[src/rtl/core/asrg_pkg.sv]
// Types and constants of the slice peek and resync gate.
package asrg_pkg;

    typedef enum logic [1:0] {
        MODE_BYTE    = 2'd0,
        MODE_OUTCOME = 2'd1,
        MODE_RESYNC  = 2'd2
    } mode_t;

    typedef enum logic [2:0] {
        VERDICT_DECODE     = 3'd0,
        VERDICT_SKIP       = 3'd1,
        VERDICT_REJECT     = 3'd2,
        VERDICT_DECODED_OK = 3'd3,
        VERDICT_TIMEOUT    = 3'd4,
        VERDICT_FAILED     = 3'd5
    } verdict_t;

    localparam logic [1:0] OUTCOME_OK      = 2'd0;
    localparam logic [1:0] OUTCOME_TIMEOUT = 2'd1;

    localparam logic [15:0] SCAN_LIMIT_RESET = 16'd2048;
    localparam logic [15:0] POS_MAX          = 16'hFFFF;
    localparam logic [1:0]  ZERO_RUN_SAT     = 2'd2;
    localparam logic [4:0]  NAL_TYPE_MIN     = 5'd1;
    localparam logic [4:0]  NAL_TYPE_IDR     = 5'd5;
    localparam logic [7:0]  START_CODE_END   = 8'h01;

    // Register decode on paddr[2]: register 0 is scan_limit.
    localparam logic REG_SCAN_LIMIT = 1'b0;

    typedef struct packed {
        mode_t      mode;
        logic [7:0] data_byte;
        logic       last;
        logic [1:0] outcome;
    } item_t;

    typedef struct packed {
        verdict_t verdict;
        logic     status_error;
        logic     recycle;
        logic     found_idr;
        logic     found_ref;
    } result_t;

endpackage

[src/rtl/core/asrg_if.sv]
// Valid/ready channel interfaces for input items and result items.
interface asrg_in_if;
    logic       valid;
    logic       ready;
    logic [1:0] mode;
    logic [7:0] data_byte;
    logic       last;
    logic [1:0] outcome;

    modport source (output valid, output mode, output data_byte, output last,
                    output outcome, input ready);
    modport sink   (input valid, input mode, input data_byte, input last,
                    input outcome, output ready);
endinterface

interface asrg_out_if;
    logic       valid;
    logic       ready;
    logic [2:0] verdict;
    logic       status_error;
    logic       recycle;
    logic       found_idr;
    logic       found_ref;

    modport source (output valid, output verdict, output status_error,
                    output recycle, output found_idr, output found_ref, input ready);
    modport sink   (input valid, input verdict, input status_error,
                    input recycle, input found_idr, input found_ref, output ready);
endinterface

[src/rtl/core/asrg_gate.sv]
// Start code scanner, per-unit slice flags and the resync gate decision.
module asrg_gate
    import asrg_pkg::*;
(
    input  logic        clk,
    input  logic        rst_n,
    input  logic        fire,
    input  item_t       item,
    input  logic [15:0] scan_limit,
    output result_t     res,
    output logic        res_valid
);

    logic        skip_pending_reg, skip_pending_next;
    logic [1:0]  zero_run_reg, zero_run_next;
    logic        expect_header_reg, expect_header_next;
    logic [15:0] byte_position_reg, byte_position_next;
    logic        slice_found_reg, slice_found_next;
    logic        unit_idr_reg, unit_idr_next;
    logic        unit_ref_reg, unit_ref_next;
    logic [4:0]  nal_type;

    assign nal_type = item.data_byte[4:0];

    always_comb
    begin
        skip_pending_next  = skip_pending_reg;
        zero_run_next      = zero_run_reg;
        expect_header_next = expect_header_reg;
        byte_position_next = byte_position_reg;
        slice_found_next   = slice_found_reg;
        unit_idr_next      = unit_idr_reg;
        unit_ref_next      = unit_ref_reg;
        res                = '0;
        res_valid          = 1'b0;

        case (item.mode)
            MODE_BYTE:
            begin
                if (!slice_found_reg && (byte_position_reg < scan_limit))
                begin
                    if (expect_header_reg && (nal_type inside {[NAL_TYPE_MIN:NAL_TYPE_IDR]}))
                    begin
                        slice_found_next   = 1'b1;
                        expect_header_next = 1'b0;
                        unit_idr_next      = (nal_type == NAL_TYPE_IDR);
                        unit_ref_next      = (item.data_byte[6:5] != 2'd0);
                    end
                    else
                    begin
                        // A non-slice header byte still feeds the next zero run.
                        expect_header_next = (zero_run_reg == ZERO_RUN_SAT) &&
                                             (item.data_byte == START_CODE_END);
                        if (item.data_byte == 8'd0)
                        begin
                            zero_run_next = (zero_run_reg == ZERO_RUN_SAT) ?
                                            ZERO_RUN_SAT : zero_run_reg + 2'd1;
                        end
                        else
                        begin
                            zero_run_next = 2'd0;
                        end
                    end
                end
                if (byte_position_reg != POS_MAX)
                begin
                    byte_position_next = byte_position_reg + 16'd1;
                end
                if (item.last)
                begin
                    res_valid = 1'b1;
                    if (!slice_found_next)
                    begin
                        unit_idr_next     = 1'b0;
                        unit_ref_next     = 1'b0;
                        skip_pending_next = 1'b1;
                        res.verdict       = VERDICT_REJECT;
                        res.status_error  = 1'b1;
                        res.recycle       = 1'b1;
                    end
                    else if (skip_pending_reg && !unit_idr_next)
                    begin
                        res.verdict = VERDICT_SKIP;
                    end
                    else
                    begin
                        skip_pending_next = 1'b0;
                        res.verdict       = VERDICT_DECODE;
                    end
                    res.found_idr      = unit_idr_next;
                    res.found_ref      = unit_ref_next;
                    zero_run_next      = 2'd0;
                    expect_header_next = 1'b0;
                    byte_position_next = '0;
                    slice_found_next   = 1'b0;
                end
            end
            MODE_OUTCOME:
            begin
                res_valid     = 1'b1;
                res.found_idr = unit_idr_reg;
                res.found_ref = unit_ref_reg;
                if (item.outcome == OUTCOME_OK)
                begin
                    res.verdict = VERDICT_DECODED_OK;
                end
                else if (item.outcome == OUTCOME_TIMEOUT)
                begin
                    res.verdict = VERDICT_TIMEOUT;
                    if (unit_ref_reg || unit_idr_reg)
                    begin
                        res.recycle       = 1'b1;
                        skip_pending_next = 1'b1;
                    end
                end
                else
                begin
                    res.verdict      = VERDICT_FAILED;
                    res.status_error = 1'b1;
                end
            end
            MODE_RESYNC:
            begin
                skip_pending_next = 1'b0;
            end
            default:
            begin
            end
        endcase
    end

    always_ff @(posedge clk or negedge rst_n)
    begin
        if (!rst_n)
        begin
            skip_pending_reg  <= 1'b0;
            zero_run_reg      <= 2'd0;
            expect_header_reg <= 1'b0;
            byte_position_reg <= '0;
            slice_found_reg   <= 1'b0;
            unit_idr_reg      <= 1'b0;
            unit_ref_reg      <= 1'b0;
        end
        else if (fire)
        begin
            skip_pending_reg  <= skip_pending_next;
            zero_run_reg      <= zero_run_next;
            expect_header_reg <= expect_header_next;
            byte_position_reg <= byte_position_next;
            slice_found_reg   <= slice_found_next;
            unit_idr_reg      <= unit_idr_next;
            unit_ref_reg      <= unit_ref_next;
        end
    end

endmodule

[src/rtl/core/annexb_slice_peek_resync_gate_top.sv]
// A result passes the input register and then the output register before it leaves.
// Throughput: one item per cycle unless an item with a result waits on a full output register.
// Items that give no result still pass the input register.
// Reset (rst_n low, asynchronous) empties both registers, clears all scan and
// resync state, and sets scan_limit to 2048.
module annexb_slice_peek_resync_gate_top
    import asrg_pkg::*;
(
    input  logic        clk,
    input  logic        rst_n,
    asrg_in_if.sink     item_in,
    asrg_out_if.source  result_out,
    input  logic        psel,
    input  logic        penable,
    input  logic        pwrite,
    input  logic [2:0]  paddr,
    input  logic [31:0] pwdata,
    output logic [31:0] prdata,
    output logic        pready
);

    logic        s1_valid_reg;
    item_t       s1_item_reg;
    logic        out_valid_reg, out_valid_next;
    result_t     out_data_reg;
    logic [15:0] scan_limit_reg;
    result_t     gate_res;
    logic        gate_res_valid;
    logic        out_free;
    logic        advance;
    logic        in_fire;

    // Configuration port.
    assign pready = 1'b1;
    assign prdata = (paddr[2] == REG_SCAN_LIMIT) ? {16'd0, scan_limit_reg} : 32'd0;

    always_ff @(posedge clk or negedge rst_n)
    begin
        if (!rst_n)
        begin
            scan_limit_reg <= SCAN_LIMIT_RESET;
        end
        else if (psel && penable && pwrite && (paddr[2] == REG_SCAN_LIMIT))
        begin
            scan_limit_reg <= pwdata[15:0];
        end
    end

    // An item with no result never waits on the output register.
    assign out_free = !out_valid_reg || result_out.ready;
    assign advance  = s1_valid_reg && (!gate_res_valid || out_free);
    assign item_in.ready = !s1_valid_reg || advance;
    assign in_fire  = item_in.valid && item_in.ready;

    asrg_gate u_gate (
        .clk        (clk),
        .rst_n      (rst_n),
        .fire       (advance),
        .item       (s1_item_reg),
        .scan_limit (scan_limit_reg),
        .res        (gate_res),
        .res_valid  (gate_res_valid)
    );

    always_comb
    begin
        out_valid_next = out_valid_reg;
        if (advance && gate_res_valid)
        begin
            out_valid_next = 1'b1;
        end
        else if (result_out.ready)
        begin
            out_valid_next = 1'b0;
        end
    end

    always_ff @(posedge clk or negedge rst_n)
    begin
        if (!rst_n)
        begin
            s1_valid_reg  <= 1'b0;
            out_valid_reg <= 1'b0;
        end
        else
        begin
            if (item_in.ready)
            begin
                s1_valid_reg <= item_in.valid;
            end
            out_valid_reg <= out_valid_next;
        end
    end

    always_ff @(posedge clk)
    begin
        if (in_fire)
        begin
            s1_item_reg.mode      <= mode_t'(item_in.mode);
            s1_item_reg.data_byte <= item_in.data_byte;
            s1_item_reg.last      <= item_in.last;
            s1_item_reg.outcome   <= item_in.outcome;
        end
        if (advance && gate_res_valid)
        begin
            out_data_reg <= gate_res;
        end
    end

    assign result_out.valid        = out_valid_reg;
    assign result_out.verdict      = out_data_reg.verdict;
    assign result_out.status_error = out_data_reg.status_error;
    assign result_out.recycle      = out_data_reg.recycle;
    assign result_out.found_idr    = out_data_reg.found_idr;
    assign result_out.found_ref    = out_data_reg.found_ref;

endmodule

[src/flat_wrapper.sv]
// flat-port wrapper written by rule: the top's interface ports become plain ports
module annexb_slice_peek_resync_gate_top_flat import asrg_pkg::*;
  (clk, rst_n, psel, penable, pwrite, paddr, pwdata, prdata, pready, item_in_valid, item_in_mode, item_in_data_byte, item_in_last, item_in_outcome, item_in_ready, result_out_valid, result_out_verdict, result_out_status_error, result_out_recycle, result_out_found_idr, result_out_found_ref, result_out_ready);
  asrg_in_if item_in_i ();
  asrg_out_if result_out_i ();
  input  logic clk;
  input  logic rst_n;
  input  logic psel;
  input  logic penable;
  input  logic pwrite;
  input  logic [2:0] paddr;
  input  logic [31:0] pwdata;
  output logic [31:0] prdata;
  output logic pready;
  input wire logic [$bits(item_in_i.valid)-1:0] item_in_valid;
  input wire logic [$bits(item_in_i.mode)-1:0] item_in_mode;
  input wire logic [$bits(item_in_i.data_byte)-1:0] item_in_data_byte;
  input wire logic [$bits(item_in_i.last)-1:0] item_in_last;
  input wire logic [$bits(item_in_i.outcome)-1:0] item_in_outcome;
  output wire logic [$bits(item_in_i.ready)-1:0] item_in_ready;
  output wire logic [$bits(result_out_i.valid)-1:0] result_out_valid;
  output wire logic [$bits(result_out_i.verdict)-1:0] result_out_verdict;
  output wire logic [$bits(result_out_i.status_error)-1:0] result_out_status_error;
  output wire logic [$bits(result_out_i.recycle)-1:0] result_out_recycle;
  output wire logic [$bits(result_out_i.found_idr)-1:0] result_out_found_idr;
  output wire logic [$bits(result_out_i.found_ref)-1:0] result_out_found_ref;
  input wire logic [$bits(result_out_i.ready)-1:0] result_out_ready;
  assign item_in_i.valid = item_in_valid;
  assign item_in_i.mode = item_in_mode;
  assign item_in_i.data_byte = item_in_data_byte;
  assign item_in_i.last = item_in_last;
  assign item_in_i.outcome = item_in_outcome;
  assign item_in_ready = item_in_i.ready;
  assign result_out_valid = result_out_i.valid;
  assign result_out_verdict = result_out_i.verdict;
  assign result_out_status_error = result_out_i.status_error;
  assign result_out_recycle = result_out_i.recycle;
  assign result_out_found_idr = result_out_i.found_idr;
  assign result_out_found_ref = result_out_i.found_ref;
  assign result_out_i.ready = result_out_ready;
  annexb_slice_peek_resync_gate_top u_core (.clk(clk), .rst_n(rst_n), .item_in(item_in_i), .result_out(result_out_i), .psel(psel), .penable(penable), .pwrite(pwrite), .paddr(paddr), .pwdata(pwdata), .prdata(prdata), .pready(pready));
endmodule
[config.mk]
export PLATFORM = sky130hd
export DESIGN_NAME = annexb_slice_peek_resync_gate_top_flat
export DESIGN_NICKNAME = d
export VERILOG_FILES = /design/src/rtl/core/asrg_pkg.sv /design/src/rtl/core/asrg_if.sv /design/src/rtl/core/asrg_gate.sv /design/src/rtl/core/annexb_slice_peek_resync_gate_top.sv /design/src/flat_wrapper.sv
export SDC_FILE = /design/constraint.sdc
export NUM_CORES = 1
export LEC_CHECK = 0
export ABC_AREA = 1
export BUFFER_PORTS_ARGS = -buffer_cell sky130_fd_sc_hd__buf_2
export CORE_MARGIN = 2
export CORE_UTILIZATION = 52
export DETAILED_ROUTE_END_ITERATION = 8
export GPL_ROUTABILITY_DRIVEN = 0
export PLACE_DENSITY = 0.8
export SLEW_MARGIN = 10
export SYNTH_ARGS = -nofsm -noshare
export SYNTH_HDL_FRONTEND = slang
export SYNTH_SLANG_ARGS = --single-unit
[constraint.sdc]
create_clock -name clk -period 2.52 [get_ports clk]
set_input_delay 0.252 -clock clk [delete_from_list [all_inputs] [get_ports clk]]
set_output_delay 0.252 -clock clk [all_outputs]
set_load 0.02 [all_outputs]
==> impl_summary.md <==
Status
The flow ran to the end, and the final reports show no timing, DRC or antenna violations.

Detailed routing
Before antenna repair, the detailed router went through 4 iterations. The DRC violation count after routing is 0. For this block, the initial DRC count from the detailed router was 124. The routed via count is 2,735.

The total wirelength of the detailed-routed design is 6250 µm. The number of nets with antenna violations after routing is 0. In the final routed layout, each cell accounts on average for 11.3 µm. Using the TritonRoute via totals, the vias-per-cell ratio works out to around 5.0.

Setup path
Broken down by cell family, the worst path's largest delay share belongs to simple AND/OR/NAND/NOR gates. The data required time at the worst endpoint is about 2.6 ns. STA classifies the critical path endpoint as a flip-flop. The largest single stage delay on the critical path is 0.44 ns. The source of the critical timing path is u_core.u_gate.byte_position_reg[13]$_DFFE_PN0P_.

On the critical path, the stage with the largest delay is an instance of dfrtp_1. The startpoint of the lowest-slack register-to-register path is u_core.u_gate.byte_position_reg[13]$_DFFE_PN0P_. The critical path in this run is classified as flip-flop to flip-flop. The worst setup path is launched from a flip-flop. The register-to-register setup slack is 0.22 ns. The cell that appears most often on the critical path is nand2_1. The critical path goes through ha_1, nand2_1, inv_1, o21ai_0, nand3_1, nor2_1, nand3_1, nand2_1, inv_1, nand2_1, o21ai_0. The top fanout value on the critical path is 6.

Data on the critical path arrives at its endpoint at ~2.4 ns. Together, buffers and inverters on the worst path number 2.

Logic synthesis
The unique cell type count in the Yosys netlist is 35. During synthesis, Yosys emitted a total of 0 warnings. The area share of and/or/nand/nor cells after synthesis is approximately 23%. The mux contribution to synthesized area is 0%. The cell area that synthesis handed to floorplanning was 3440 µm². After synthesis, the largest family of logic cells by area is simple AND/OR/NAND/NOR gates. Of the synthesized area, sequential elements account for 47.3%.

The xor/xnor share of the synthesized area is 0.763%. The total of flip-flops plus latches after synthesis is 61. The mean cell area of the mapped netlist is 8.50 µm².

The number of cells produced by synthesis is 405. The synthesized netlist devotes 9.89% of its cell area to compound gates. Of the total synthesized cell area, the portion taken by full adders, half adders and majority gates is 7.27%.

Timing
The setup skew after layout is around 0.0094 ns. Setup repair after global routing left no endpoint under its margin. Derived from the worst setup path, the maximum achievable clock frequency is 0.435 GHz. The final worst setup slack is 0.223 ns. The sum of negative setup slack is 0 ns. The final critical delay including setup and external delays is 2.30 ns. Headroom to the max-slew limit came out at 38.6%. For the pin with the worst max-slew slack, the measured transition is 0.921 ns.

The count of final hold-check violations is 0. The number of max-slew violations in the final report is 0. The number of endpoints failing setup at the final stage is 0. After layout, the worst path uses 91.2% of the clock period.

Global route
Global routing used around 19% of the available tracks. The number of global-route vias before repair is about 2.6k. For this run the aggregate overflow at the end of global routing stands at 0. The initial antenna violation count was 0.

The first global-routing pass estimated roughly 11,000 µm of wire. Entering global routing, the biggest net connects 42 pins.

Placement
Before CTS, the worst setup slack after placement is around 0.27 ns. After detailed placement, the design holds a cell count of about 540. The placed instances occupy a cell area of 3740 µm².

During placement, the flow inserted port buffers numbering 61. Summed over all nets, the half-perimeter wirelength after detailed placement is around 4800 µm.

Layout
The area growth from synthesis to layout is 14.2%. The filler-free cell count of the finished design is 552. The combined area of the multi-input logic cells is 1460 µm². The net count of the finished layout is 545. Across the whole layout, storage elements account for 1630 µm². Cells with a size suffix above 1 make up 21.5% of the layout.

The number of fill cells is 539. The repair_antennas step left the layout with diodes totalling 0. The finished cells cover 3930 µm².

Clock tree
The CTS tree is built. TritonCTS created 9 clock buffers. After clock tree synthesis, the clock-pin slew on the worst setup and hold paths is 0.07 ns. CTS placed an instance of clkbuf_8 at the clock tree root. The post-CTS setup-driven buffer insertion count is 0. At the later pin of the worst-skew pair, clock insertion delay measures 0.34 ns. In this run, post-CTS repair resized a total of 0 instances. In this run the number of H-tree levels came out at 3. For this design, the CTS-stage hold fixing added 0 buffers. The clock sink count is ~60. The number of buffers on the longest clock path is 2.

Die
97 I/O pins were placed. The area enclosed by the die boundary is 7290 µm². The standard cell core area is around 6400 µm². For this configuration, the core starts out at a cell density of between 50% and 60%. Measured along the y axis, the die boundary spans 85.4 µm. In this run the horizontal extent of the chip is 85.4 µm. The initialized floorplan defines 29 standard-cell rows.

Power
The worst-case IR drop observed on VDD is 0.466 mV. The static leakage is 2.07 nW. For this design the ratio of total power to cell area is approximately 640 nW/µm².

Flow run
Max-cap violations in this run came to 0.

Worst hold path
The worst hold-check path type is input pin to async pin.
cells in the final DEF, fill, tap and decap left out, drive strengths merged:
master / count
nand2: 74
buf: 63
nor2: 63
inv: 59
dfrtp: 40
a21oi: 33
o21ai: 21
ha: 20
edfxtp: 20
conb: 17
nand3: 17
clkbuf: 10
nor3: 9
nand4: 7
o22ai: 4
xor2: 3
o31ai: 3
clkinvlp: 3
clkinv: 3
and2: 1
and3: 1
a211oi: 1
nor2b: 1
bufinv: 1
dfstp: 1
Yosys cell counts, drive strengths merged:
library cell / n / area (µm²)
a211oi: 1 / 7.51
inv: 59 / 221
nand2: 74 / 305
nor3: 9 / 56.3
ha: 20 / 250
o22ai: 4 / 25.0
and2: 1 / 8.76
nor2b: 1 / 6.26
clkbuf: 5 / 18.8
buf: 19 / 159
dfstp: 1 / 26.3
clkinv: 1 / 8.76
dfrtp: 40 / 1000
xor2: 3 / 26.3
a21oi: 33 / 173
nand3: 17 / 95.1
and3: 1 / 6.26
conb: 2 / 7.51
nor2: 63 / 260
nand4: 7 / 43.8
edfxtp: 20 / 601
o31ai: 3 / 22.5
o21ai: 21 / 113
per-layer routing:
layer,up-vias,global-route usage (%),part of all wire (%),routed length (µm)
met4,0,10.7,1.8,111
met1,1234,22.4,44,2740
met3,9,3.79,5.7,356
li1,1404,-,-,-
met2,88,30.8,49,3040
met5,-,0,0,0
path summary, 6_finish.rpt:
kind	end	cells after the start
max	u_core.result_out.status_error$_DFFE_PP_	11
max reg2reg	u_core.result_out.status_error$_DFFE_PP_	11
max in group asynchronous	u_core.u_gate.byte_position_reg[5]$_DFFE_PN0P_	1
min	u_core.scan_limit_reg[3]$_DFFE_PN0P_	1
min reg2reg	u_core.u_gate.skip_pending_reg$_DFFE_PN0P_	2
min in group clk	u_core.s1_item_reg[1]$_DFFE_PP_	1
power breakdown:
group	switching [mW]	internal, mW
Sequential	0.0568	1.14
Combinational	0.315	0.159
Clock	0.383	0.454
Total	0.755	1.75
worst reg2reg max path, delay by kind of cell, from the launching register on:
family                   cells  cell delay [ns]
AND/OR/NAND/NOR              6             0.87
adder cells (fa/ha/maj)      1             0.34
AO/OA/AOI/OAI                2             0.26
buffers and inverters        2             0.12
flip-flops                   1             0.44
cell families (layout without fill, tap and decap cells):
| group | count (synthesis) | in the layout |
|---|---|---|
| AND/OR/NAND/NOR | 173 | 173 |
| flip-flops | 61 | 61 |
| other | 2 | 17 |
| XOR/XNOR | 3 | 3 |
| adder cells (fa/ha/maj) | 20 | 20 |
| AO/OA/AOI/OAI | 62 | 62 |
| buffers and inverters | 84 | 139 |
through the flow:
stage	hold slack (ns)	power (mW)	util (%)
floorplan	-0.0436	1.56	-
global placement	0.429	1.67	58.5
detailed placement	0.430	1.69	58.5
CTS	0.0672	2.53	61.5
global route	0.0661	2.66	61.5
finish	0.0454	2.50	61.5
final cells by class:
type | instances | area share [%]
Clock inverter | 6 | 1.66
Timing Repair Buffer | 63 | 8.15
Inverter | 60 | 5.86
Sequential cell | 61 | 41.4
Tap cell | 77 | 2.45
Multi-Input combinational cell | 275 | 37.2
Clock buffer | 10 | 3.25
(Power assumes the default switching activity.)
